--- src/rtl/rbnr_pkg.sv ---
package rbnr_pkg;

   localparam int HIST_BINS_DEF = 128;
   localparam int LQ_SLOTS_DEF  = 50;
   localparam int FIFO_DEPTH    = 4;
   localparam int CSR_IDX_W     = 3;
   localparam int CSR_DATA_W    = 16;

   typedef enum logic [1:0] {
      KIND_PACKET = 2'd0,
      KIND_EMPTY  = 2'd1,
      KIND_BG     = 2'd2,
      KIND_REPORT = 2'd3
   } kind_type;

   localparam logic [CSR_IDX_W-1:0] CSR_GUARD    = 3'd0;
   localparam logic [CSR_IDX_W-1:0] CSR_MIN_BG   = 3'd1;
   localparam logic [CSR_IDX_W-1:0] CSR_MIN_NEAR = 3'd2;
   localparam logic [CSR_IDX_W-1:0] CSR_HOLD     = 3'd3;
   localparam logic [CSR_IDX_W-1:0] CSR_FLOOR    = 3'd4;

   typedef struct packed {
      logic [1:0]         kind;
      logic signed [7:0]  rssi_dbm;
      logic [31:0]        now_ms;
   } req_type;

   typedef struct packed {
      logic signed [7:0]  report_rssi;
      logic [6:0]         lq_percent;
      logic [7:0]         near_count;
      logic [7:0]         far_count;
      logic signed [7:0]  far_max;
      logic signed [7:0]  background_dbm;
      logic               background_valid;
   } rsp_type;

   typedef struct packed {
      kind_type           kind;
      logic signed [7:0]  rssi_dbm;
      logic [31:0]        now_ms;
   } cmd_type;

   typedef struct packed {
      logic [6:0]         guard_db;
      logic [15:0]        min_bg_packets;
      logic [7:0]         min_near_packets;
      logic [15:0]        hold_time_ms;
      logic signed [7:0]  floor_dbm;
   } cfg_type;

   typedef enum logic [2:0] {
      ST_IDLE,
      ST_PKT_RD,
      ST_PKT_WR,
      ST_BG_RD,
      ST_BG_WALK,
      ST_CLEAR,
      ST_REPORT
   } state_type;

endpackage

--- src/rtl/rbnr_front.sv ---
module rbnr_front (
   input  logic                 clock,
   input  logic                 reset,
   input  logic                 req_valid,
   output logic                 req_stall,
   input  rbnr_pkg::req_type    req_data,
   output logic                 cmd_valid,
   input  logic                 cmd_pop,
   output rbnr_pkg::cmd_type    cmd_data
);

   localparam int PtrW = $clog2(rbnr_pkg::FIFO_DEPTH);

   rbnr_pkg::cmd_type     fifo_ff [rbnr_pkg::FIFO_DEPTH];
   logic [PtrW-1:0]       wr_ptr_ff, wr_ptr_in;
   logic [PtrW-1:0]       rd_ptr_ff, rd_ptr_in;
   logic [PtrW:0]         count_ff, count_in;
   logic                  push;
   rbnr_pkg::cmd_type     cmd_new;

   assign req_stall = (count_ff == (PtrW+1)'(rbnr_pkg::FIFO_DEPTH));
   assign push      = req_valid && !req_stall;
   assign cmd_valid = (count_ff != '0);
   assign cmd_data  = fifo_ff[rd_ptr_ff];

   // classify by kind; unused fields dropped
   always_comb begin
      cmd_new.kind     = rbnr_pkg::kind_type'(req_data.kind);
      cmd_new.rssi_dbm = (req_data.kind == rbnr_pkg::KIND_PACKET) ? req_data.rssi_dbm : '0;
      cmd_new.now_ms   = (req_data.kind == rbnr_pkg::KIND_REPORT) ? req_data.now_ms : '0;
   end

   always_comb begin
      wr_ptr_in = push ? wr_ptr_ff + 1'b1 : wr_ptr_ff;
      rd_ptr_in = (cmd_pop && cmd_valid) ? rd_ptr_ff + 1'b1 : rd_ptr_ff;
      count_in  = count_ff + (PtrW+1)'(push) - (PtrW+1)'(cmd_pop && cmd_valid);
   end

   always_ff @(posedge clock) begin
      if (reset) begin
         wr_ptr_ff <= '0;
         rd_ptr_ff <= '0;
         count_ff  <= '0;
      end else begin
         wr_ptr_ff <= wr_ptr_in;
         rd_ptr_ff <= rd_ptr_in;
         count_ff  <= count_in;
      end
   end

   always_ff @(posedge clock) begin
      if (push) begin
         fifo_ff[wr_ptr_ff] <= cmd_new;
      end
   end

endmodule

--- src/rtl/rbnr_back.sv ---
module rbnr_back #(
   parameter int HIST_BINS = rbnr_pkg::HIST_BINS_DEF,
   parameter int LQ_SLOTS  = rbnr_pkg::LQ_SLOTS_DEF
) (
   input  logic                 clock,
   input  logic                 reset,
   input  rbnr_pkg::cfg_type    cfg,
   input  logic                 cmd_valid,
   output logic                 cmd_pop,
   input  rbnr_pkg::cmd_type    cmd_data,
   output logic                 rsp_valid,
   input  logic                 rsp_stall,
   output rbnr_pkg::rsp_type    rsp_data
);

   localparam int BinW  = $clog2(HIST_BINS);
   localparam int SlotW = (LQ_SLOTS > 1) ? $clog2(LQ_SLOTS) : 1;
   localparam int TotW  = $clog2(LQ_SLOTS + 1);

   logic [15:0]           hist_mem [HIST_BINS];
   logic [15:0]           hist_rd_ff;
   logic [HIST_BINS-1:0]  hvalid_ff, hvalid_in;
   logic                  hwe;
   logic [BinW-1:0]       hwaddr, hraddr;
   logic [15:0]           hwdata;

   rbnr_pkg::state_type   state_ff, state_in;
   rbnr_pkg::cmd_type     cur_ff, cur_in;
   logic [BinW-1:0]       idx_ff, idx_in;
   logic [BinW:0]         walk_ff, walk_in;
   logic [16:0]           total_ff, total_in;
   logic [15:0]           best_ff, best_in;
   logic [BinW-1:0]       best_idx_ff, best_idx_in;
   logic                  found_ff, found_in;

   logic signed [7:0]     bg_level_ff, bg_level_in;
   logic                  bg_valid_ff, bg_valid_in;
   logic signed [7:0]     near_peak_ff, near_peak_in;
   logic [7:0]            near_tally_ff, near_tally_in;
   logic signed [7:0]     far_peak_ff, far_peak_in;
   logic [7:0]            far_tally_ff, far_tally_in;
   logic signed [7:0]     held_ff, held_in;
   logic [31:0]           last_ff, last_in;
   logic                  seen_ff, seen_in;
   logic [LQ_SLOTS-1:0]   slots_ff, slots_in;
   logic [SlotW-1:0]      lq_ptr_ff, lq_ptr_in;
   logic [TotW-1:0]       lq_total_ff, lq_total_in;

   logic                  out_valid_ff, out_valid_in;
   rbnr_pkg::rsp_type     out_ff, out_in;

   logic [15:0]           bin_val;
   logic signed [9:0]     r_ext, hi_th, lo_th;
   logic [6:0]            pct_full;
   logic [31:0]           dt;

   assign bin_val = hvalid_ff[idx_ff] ? hist_rd_ff : 16'd0;
   assign rsp_valid = out_valid_ff;
   assign rsp_data  = out_ff;

   always_ff @(posedge clock) begin
      if (hwe) begin
         hist_mem[hwaddr] <= hwdata;
      end
      hist_rd_ff <= hist_mem[hraddr];
   end

   always_comb begin
      r_ext    = 10'(cur_ff.rssi_dbm);
      hi_th    = 10'(bg_level_ff) + 10'(cfg.guard_db);
      lo_th    = 10'(bg_level_ff) - 10'(cfg.guard_db);
      // percent lookup over every possible window total
      pct_full = '0;
      for (int t = 0; t <= LQ_SLOTS; t++) begin
         if (lq_total_ff == TotW'(t)) pct_full = 7'((t * 100) / LQ_SLOTS);
      end
      dt       = cmd_data.now_ms - last_ff;
   end

   always_comb begin
      state_in      = state_ff;
      cur_in        = cur_ff;
      idx_in        = idx_ff;
      walk_in       = walk_ff;
      total_in      = total_ff;
      best_in       = best_ff;
      best_idx_in   = best_idx_ff;
      found_in      = found_ff;
      bg_level_in   = bg_level_ff;
      bg_valid_in   = bg_valid_ff;
      near_peak_in  = near_peak_ff;
      near_tally_in = near_tally_ff;
      far_peak_in   = far_peak_ff;
      far_tally_in  = far_tally_ff;
      held_in       = held_ff;
      last_in       = last_ff;
      seen_in       = seen_ff;
      slots_in      = slots_ff;
      lq_ptr_in     = lq_ptr_ff;
      lq_total_in   = lq_total_ff;
      hvalid_in     = hvalid_ff;
      out_valid_in  = out_valid_ff && rsp_stall;
      out_in        = out_ff;
      cmd_pop       = 1'b0;
      hwe           = 1'b0;
      hwaddr        = idx_ff;
      hwdata        = '0;
      hraddr        = idx_ff;

      unique case (state_ff)
         rbnr_pkg::ST_IDLE: begin
            if (cmd_valid) begin
               cur_in = cmd_data;
               unique case (cmd_data.kind)
                  rbnr_pkg::KIND_PACKET: begin
                     cmd_pop = 1'b1;
                     if (cmd_data.rssi_dbm > 0) begin
                        idx_in = '0;
                     end else if (-10'(cmd_data.rssi_dbm) > 10'(HIST_BINS - 1)) begin
                        idx_in = BinW'(HIST_BINS - 1);
                     end else begin
                        idx_in = BinW'(-10'(cmd_data.rssi_dbm));
                     end
                     state_in = rbnr_pkg::ST_PKT_RD;
                  end
                  rbnr_pkg::KIND_EMPTY: begin
                     cmd_pop = 1'b1;
                     if (slots_ff[lq_ptr_ff] && lq_total_ff != '0) begin
                        lq_total_in = lq_total_ff - 1'b1;
                     end
                     slots_in[lq_ptr_ff] = 1'b0;
                     lq_ptr_in = (lq_ptr_ff == SlotW'(LQ_SLOTS - 1)) ? '0 : lq_ptr_ff + 1'b1;
                  end
                  rbnr_pkg::KIND_BG: begin
                     cmd_pop     = 1'b1;
                     idx_in      = '0;
                     hraddr      = '0;
                     walk_in     = '0;
                     total_in    = '0;
                     best_in     = '0;
                     best_idx_in = '0;
                     found_in    = 1'b0;
                     state_in    = rbnr_pkg::ST_BG_RD;
                  end
                  rbnr_pkg::KIND_REPORT: begin
                     // hold until the output register is free
                     if (!out_valid_ff || !rsp_stall) begin
                        cmd_pop = 1'b1;
                        out_valid_in = 1'b1;
                        if (bg_valid_ff && near_tally_ff >= cfg.min_near_packets) begin
                           held_in = near_peak_ff;
                           last_in = cmd_data.now_ms;
                           seen_in = 1'b1;
                           out_in.report_rssi = near_peak_ff;
                        end else if (seen_ff && dt < 32'(cfg.hold_time_ms)) begin
                           out_in.report_rssi = held_ff;
                        end else begin
                           out_in.report_rssi = cfg.floor_dbm;
                           held_in = cfg.floor_dbm;
                        end
                        out_in.lq_percent       = pct_full;
                        out_in.near_count       = near_tally_ff;
                        out_in.far_count        = far_tally_ff;
                        out_in.far_max          = far_peak_ff;
                        out_in.background_dbm   = bg_level_ff;
                        out_in.background_valid = bg_valid_ff;
                        near_peak_in  = cfg.floor_dbm;
                        near_tally_in = '0;
                        far_peak_in   = cfg.floor_dbm;
                        far_tally_in  = '0;
                     end
                  end
                  default: ;
               endcase
            end
         end
         rbnr_pkg::ST_PKT_RD: begin
            state_in = rbnr_pkg::ST_PKT_WR;
         end
         rbnr_pkg::ST_PKT_WR: begin
            hwe      = 1'b1;
            hwdata   = (bin_val == 16'hFFFF) ? bin_val : bin_val + 16'd1;
            hvalid_in[idx_ff] = 1'b1;
            if (slots_ff[lq_ptr_ff] && lq_total_ff != '0) begin
               lq_total_in = lq_total_ff;
            end else begin
               lq_total_in = lq_total_ff + 1'b1;
            end
            slots_in[lq_ptr_ff] = 1'b1;
            lq_ptr_in = (lq_ptr_ff == SlotW'(LQ_SLOTS - 1)) ? '0 : lq_ptr_ff + 1'b1;
            if (bg_valid_ff) begin
               if (r_ext > hi_th) begin
                  if (cur_ff.rssi_dbm > near_peak_ff) near_peak_in = cur_ff.rssi_dbm;
                  if (near_tally_ff != 8'hFF) near_tally_in = near_tally_ff + 8'd1;
               end else if (r_ext < lo_th) begin
                  if (cur_ff.rssi_dbm > far_peak_ff) far_peak_in = cur_ff.rssi_dbm;
                  if (far_tally_ff != 8'hFF) far_tally_in = far_tally_ff + 8'd1;
               end
            end
            state_in = rbnr_pkg::ST_IDLE;
         end
         rbnr_pkg::ST_BG_RD: begin
            state_in = rbnr_pkg::ST_BG_WALK;
         end
         rbnr_pkg::ST_BG_WALK: begin
            // one bin per pass: read in ST_BG_RD, then accumulate here
            total_in = (total_ff + 17'(bin_val) > 17'hFFFF) ? 17'hFFFF
                                                           : total_ff + 17'(bin_val);
            if (bin_val > best_ff) begin
               best_in     = bin_val;
               best_idx_in = idx_ff;
               found_in    = 1'b1;
            end
            if (walk_ff == (BinW+1)'(HIST_BINS - 1)) begin
               state_in = rbnr_pkg::ST_CLEAR;
            end else begin
               walk_in  = walk_ff + 1'b1;
               idx_in   = idx_ff + 1'b1;
               hraddr   = idx_ff + 1'b1;
               state_in = rbnr_pkg::ST_BG_RD;
            end
         end
         rbnr_pkg::ST_CLEAR: begin
            bg_valid_in = (total_ff >= 17'(cfg.min_bg_packets)) && found_ff;
            if ((total_ff >= 17'(cfg.min_bg_packets)) && found_ff) begin
               bg_level_in = -8'(best_idx_ff);
            end
            hvalid_in = '0;
            state_in  = rbnr_pkg::ST_IDLE;
         end
         default: state_in = rbnr_pkg::ST_IDLE;
      endcase
   end

   always_ff @(posedge clock) begin
      if (reset) begin
         state_ff      <= rbnr_pkg::ST_IDLE;
         hvalid_ff     <= '0;
         bg_level_ff   <= -8'sd128;
         bg_valid_ff   <= 1'b0;
         near_peak_ff  <= -8'sd128;
         near_tally_ff <= '0;
         far_peak_ff   <= -8'sd128;
         far_tally_ff  <= '0;
         held_ff       <= -8'sd128;
         last_ff       <= '0;
         seen_ff       <= 1'b0;
         slots_ff      <= '0;
         lq_ptr_ff     <= '0;
         lq_total_ff   <= '0;
         out_valid_ff  <= 1'b0;
      end else begin
         state_ff      <= state_in;
         hvalid_ff     <= hvalid_in;
         bg_level_ff   <= bg_level_in;
         bg_valid_ff   <= bg_valid_in;
         near_peak_ff  <= near_peak_in;
         near_tally_ff <= near_tally_in;
         far_peak_ff   <= far_peak_in;
         far_tally_ff  <= far_tally_in;
         held_ff       <= held_in;
         last_ff       <= last_in;
         seen_ff       <= seen_in;
         slots_ff      <= slots_in;
         lq_ptr_ff     <= lq_ptr_in;
         lq_total_ff   <= lq_total_in;
         out_valid_ff  <= out_valid_in;
      end
   end

   always_ff @(posedge clock) begin
      cur_ff      <= cur_in;
      idx_ff      <= idx_in;
      walk_ff     <= walk_in;
      total_ff    <= total_in;
      best_ff     <= best_in;
      best_idx_ff <= best_idx_in;
      found_ff    <= found_in;
      out_ff      <= out_in;
   end

endmodule

--- src/rtl/rssi_background_notch_reporter_top.sv ---
// RSSI background notch reporter.
// req_ channel: one transaction per event (kind 0 packet, 1 empty dwell,
// 2 background update, 3 report), accepted when req_valid is high and
// req_stall is low. Only a report produces a rsp_ transaction.
// csr_ channel: register writes, index 0..4, taken when csr_valid and
// csr_ready are high; csr_ready is always high. Write only while idle.
// A four-entry queue separates the front end from the execution engine.
// Packet: engine states ST_PKT_RD then ST_PKT_WR (histogram RAM read, modify, write).
// Empty dwell: handled in ST_IDLE alone. Report: taken from the queue into the output
// register, which drives the rsp_ transaction.
// Background update: walks every bin, one per ST_BG_RD/ST_BG_WALK
// read/accumulate pair through the histogram RAM read port, then ST_CLEAR.
// Reset (synchronous, active high) empties the queue, clears histogram
// valid bits, statistics and registers to their reset values.
// When rsp_stall holds, the result stays in the output register; a later
// report waits in the engine and blocks the events behind it, so the
// queue fills and req_stall rises.
module rssi_background_notch_reporter_top #(
   parameter int HIST_BINS = rbnr_pkg::HIST_BINS_DEF,
   parameter int LQ_SLOTS  = rbnr_pkg::LQ_SLOTS_DEF
) (
   input  logic                                   clock,
   input  logic                                   reset,
   input  logic                                   req_valid,
   output logic                                   req_stall,
   input  rbnr_pkg::req_type                      req_data,
   output logic                                   rsp_valid,
   input  logic                                   rsp_stall,
   output rbnr_pkg::rsp_type                      rsp_data,
   input  logic                                   csr_valid,
   output logic                                   csr_ready,
   input  logic [rbnr_pkg::CSR_IDX_W-1:0]         csr_index,
   input  logic [rbnr_pkg::CSR_DATA_W-1:0]        csr_wdata
);

   rbnr_pkg::cfg_type  cfg_ff, cfg_in;
   logic               cmd_valid;
   logic               cmd_pop;
   rbnr_pkg::cmd_type  cmd_data;

   assign csr_ready = 1'b1;

   always_comb begin
      cfg_in = cfg_ff;
      if (csr_valid) begin
         case (csr_index)
            rbnr_pkg::CSR_GUARD:    cfg_in.guard_db         = csr_wdata[6:0];
            rbnr_pkg::CSR_MIN_BG:   cfg_in.min_bg_packets   = csr_wdata;
            rbnr_pkg::CSR_MIN_NEAR: cfg_in.min_near_packets = csr_wdata[7:0];
            rbnr_pkg::CSR_HOLD:     cfg_in.hold_time_ms     = csr_wdata;
            rbnr_pkg::CSR_FLOOR:    cfg_in.floor_dbm        = csr_wdata[7:0];
            default: ;
         endcase
      end
   end

   always_ff @(posedge clock) begin
      if (reset) begin
         cfg_ff.guard_db         <= 7'd6;
         cfg_ff.min_bg_packets   <= 16'd20;
         cfg_ff.min_near_packets <= 8'd3;
         cfg_ff.hold_time_ms     <= 16'd500;
         cfg_ff.floor_dbm        <= -8'sd128;
      end else begin
         cfg_ff <= cfg_in;
      end
   end

   rbnr_front u_front (
      .clock     (clock),
      .reset     (reset),
      .req_valid (req_valid),
      .req_stall (req_stall),
      .req_data  (req_data),
      .cmd_valid (cmd_valid),
      .cmd_pop   (cmd_pop),
      .cmd_data  (cmd_data)
   );

   rbnr_back #(
      .HIST_BINS (HIST_BINS),
      .LQ_SLOTS  (LQ_SLOTS)
   ) u_back (
      .clock     (clock),
      .reset     (reset),
      .cfg       (cfg_ff),
      .cmd_valid (cmd_valid),
      .cmd_pop   (cmd_pop),
      .cmd_data  (cmd_data),
      .rsp_valid (rsp_valid),
      .rsp_stall (rsp_stall),
      .rsp_data  (rsp_data)
   );

endmodule

--- config.mk ---
export PLATFORM = sky130hd
export DESIGN_NAME = rssi_background_notch_reporter_top
export DESIGN_NICKNAME = d
export VERILOG_FILES = /design/src/rtl/rbnr_pkg.sv /design/src/rtl/rbnr_front.sv /design/src/rtl/rbnr_back.sv /design/src/rtl/rssi_background_notch_reporter_top.sv
export SDC_FILE = /design/constraint.sdc
export NUM_CORES = 2
export LEC_CHECK = 0
export BUFFER_PORTS_ARGS = -buffer_cell sky130_fd_sc_hd__clkbuf_2
export CORE_UTILIZATION = 45
export CTS_BUF_LIST = sky130_fd_sc_hd__clkbuf_8
export CTS_CLUSTER_SIZE = 16
export DETAILED_ROUTE_END_ITERATION = 12
export SLEW_MARGIN = 0
export SYNTH_ARGS = -nofsm -noshare
export SYNTH_HDL_FRONTEND = slang
export SYNTH_SLANG_ARGS = --single-unit
export TNS_END_PERCENT = 20
--- constraint.sdc ---
create_clock -name clock -period 13.5 [get_ports clock]
set_clock_uncertainty 0.05 [all_clocks]
set_input_delay 2.7 -clock clock [delete_from_list [all_inputs] [get_ports clock]]
set_output_delay 2.7 -clock clock [all_outputs]
set_load 0.005 [all_outputs]
==> metrics.txt <==
Num CTS Buffers=445; initial antenna violation count=12; Max-slew headroom=13.58%; post-DP HPWL=183100 microns; Core ar.=248400 sq um; clock latency on the worst-skew pair=1.15 ns; FF+latch count, synth=2683; DRC viols=0; Final period util=59.38%; most numerous cell in the Yosys netlist=edfxtp_1; Via density=5.876; All-Layer GR Usage=25.77%; post-synth top area share=62.18%; Max Cap Viol=0; largest net degree at the start of global routing=179; fin crit period=8.016 ns; Mapped Cells=9202; Std-Cell Rows=183; Sink Count=2683; DP Area=117100 sq um; Post-Place Worst Slack=5.649 ns; Initial Util=45.24%; CP endpoint kind=register; Layout Nets=9660; VDD IR max=245.9 uV; CTS Buffer Depth=4; First-pass DRT Iterations=7; Post-synth ARST share=0%; top cells by area, synth=edfxtp_1 (62%), nand2_1 (7.2%), dfxtp_1 (6.3%); Setup Fix Bufs, Post-CTS=0; setup ws final=5.484 ns; mapped cell area=112400 sq um; number of synthesized flops with an enable pin=2327; Final GP Congestion=0.8935; static leakage=44.12 nW; crit path launch type=register; first-pass GRT wire length=483500 microns; status=complete, no violations; # IOs=117; Final Cell Area=125200 sq um; Layout area overhead=11.42%; width of the die=501.7 microns; Die ar.=251700 sq um; Post-CTS Resized=0; share of cells above drive strength 1=10.84%; Starting DRT DRC Count=8538; GRT overflow=0; Post-DRT Antenna Nets=0; power per cell area=208.9 nW/um^2; H-tree level count=5; Hold Crit Class=register to register; synthesized area per cell=12.21 sq um; CP max FO=88; final setup vio count=0; vias in the first global route=73300; Port Buffers=114; Achievable Freq=0.1248 GHz; Avg WL per Cell=25.24 microns; worst slew pin tran=1.291 ns; DIE HEIGHT=501.7 microns; RSZ-0062 raised after global routing=no; WP data required=14.18 ns; routed vias=76980; Setup CP Type=register to register; sequential-to-total area share from yosys stat=68.52%; Hold-fix buffers, CTS=0; clk root buf=clkbuf_8; commonest cells in the netlist=edfxtp_1 (2327), nand2_1 (2169), nor2_1 (465); fin util=50.40%; TritonCTS clock tree=built; dominant synthesized flop cell=edfxtp_1; total power=0.02616 W; arrival time at the worst endpoint=8.70 ns; number of synthesis warnings=0; clk slew on worst S/H paths=0.06 ns; WL final=330600 microns; TNS Setup=0 ns; Yosys top cell by area=edfxtp_1; final slew viol count=0; Hold Vio Cnt, Final=0; Synth cell types=91
==> flip-flops by register name, summed over array words and instances, names as in the netlist, 7 cells and up, named ones only <==
register / count
cfg_ff: 55
u_back.best_ff: 16
u_back.best_idx_ff: 7
u_back.bg_level_ff: 8
u_back.cur_ff: 8
u_back.far_peak_ff: 8
u_back.far_tally_ff: 8
u_back.held_ff: 8
u_back.hist_mem: 2048
u_back.hist_rd_ff: 16
u_back.hvalid_ff: 128
u_back.hwaddr: 7
u_back.last_ff: 32
u_back.near_peak_ff: 8
u_back.near_tally_ff: 8
u_back.rsp_data: 47
u_back.total_ff: 17
u_back.walk_ff: 8
u_front.fifo_ff: 168
==> layer usage <==
metal  global-route usage (%)  wire length (microns)  up-vias
li1                         -                      -    34330
met3                    4.467                  29100      657
met4                    9.516                  11550        4
met2                    40.76                 153100     3508
met5                        0                     27        -
met1                    35.56                 136800    38480
==> cell families after synthesis <==
kind of cell | after synthesis | share of synthesized area (%)
flops | 2683 | 68.52
compound gates | 1454 | 8.545
mux | 191 | 2.428
buf+inv | 758 | 2.655
xor+xnor | 89 | 0.7003
other cells | 2 | 0.006682
simple gates | 3850 | 15.17
fa+ha+maj | 175 | 1.982
==> through the flow <==
| stage | hold WS [ns] | std cells |
|---|---|---|
| CTS | 0.4051 | 13090 |
| finish | 0.4045 | 13100 |
| global route | 0.4207 | 13090 |
| detailed placement | 0.3965 | 12300 |
| global placement | 0.3917 | 12300 |
| floorplan | 0.3738 | 9203 |
==> cell usage in the layout (no fill, tap or decap), drive strengths merged, types with 17 or more instances in the layout <==
cell type / instances
a22oi: 33
nor4: 17
clkinv: 148
ha: 170
xor2: 33
nand4: 88
a311oi: 261
edfxtp: 2327
nand2: 2169
a21o: 34
nand2b: 28
nand3: 369
and2: 41
mux2: 20
o21ai: 255
mux2i: 108
a211oi: 79
and3: 434
mux4: 63
o211ai: 23
buf: 248
a32oi: 30
o21a: 41
or3: 62
a21oi: 431
a31oi: 136
nor2: 465
clkbuf: 588
nor2b: 51
dfxtp: 356
xnor2: 56
inv: 311
nor3: 72
==> path summary, 6_finish.rpt <==
| path | end | from | slack (ns) | cells past startpoint |
|---|---|---|---|---|
| max | u_back.hist_mem[30][13] | u_back.hwaddr[1] | 5.48 | 19 |
| min | u_back.last_ff[29] | u_back.last_ff[29] | 0.40 | 2 |
| max reg2reg | u_back.hist_mem[30][13] | u_back.hwaddr[1] | 5.48 | 19 |
| min reg2reg | u_back.last_ff[29] | u_back.last_ff[29] | 0.40 | 2 |
==> layout make-up <==
cell class | instances | area (sq um)
Timing Repair Buffer | 361 | 2610
Fill cell | 21430 | 123200
Clock inverter | 313 | 1587
Sequential cell | 2683 | 77010
Inverter | 166 | 623.1
Antenna cell | 10 | 25.02
Multi-Input combinational cell | 5762 | 32660
Tap cell | 3330 | 4167
Clock buffer | 475 | 6538
==> power breakdown <==
group	switching, W	internal, W	total [W]
clock network	0.00322	0.00342	0.00664
registers	0.000261	0.00936	0.00962
logic	0.00684	0.00305	0.00990
total	0.0103	0.0158	0.0262
==> critical path, stage by stage, from the launching register on <==
cell      delay, ns
edfxtp_1       0.97
buf_4          0.56
mux2_2         0.24
a22oi_1        0.06
a21oi_1        0.18
a21oi_1        0.05
mux4_2         0.47
mux4_2         0.68
nor2b_1        0.49
ha_1           0.31
and4_1         0.24
nand2_1        0.09
nor4_1         0.69
nor2_1         0.22
nand4_1        0.17
nor2_1         0.09
nand4_1        0.16
xor2_1         0.12
nor2_4         0.85
buf_4          0.79
Note: power is estimated with default switching activity, not from simulation.
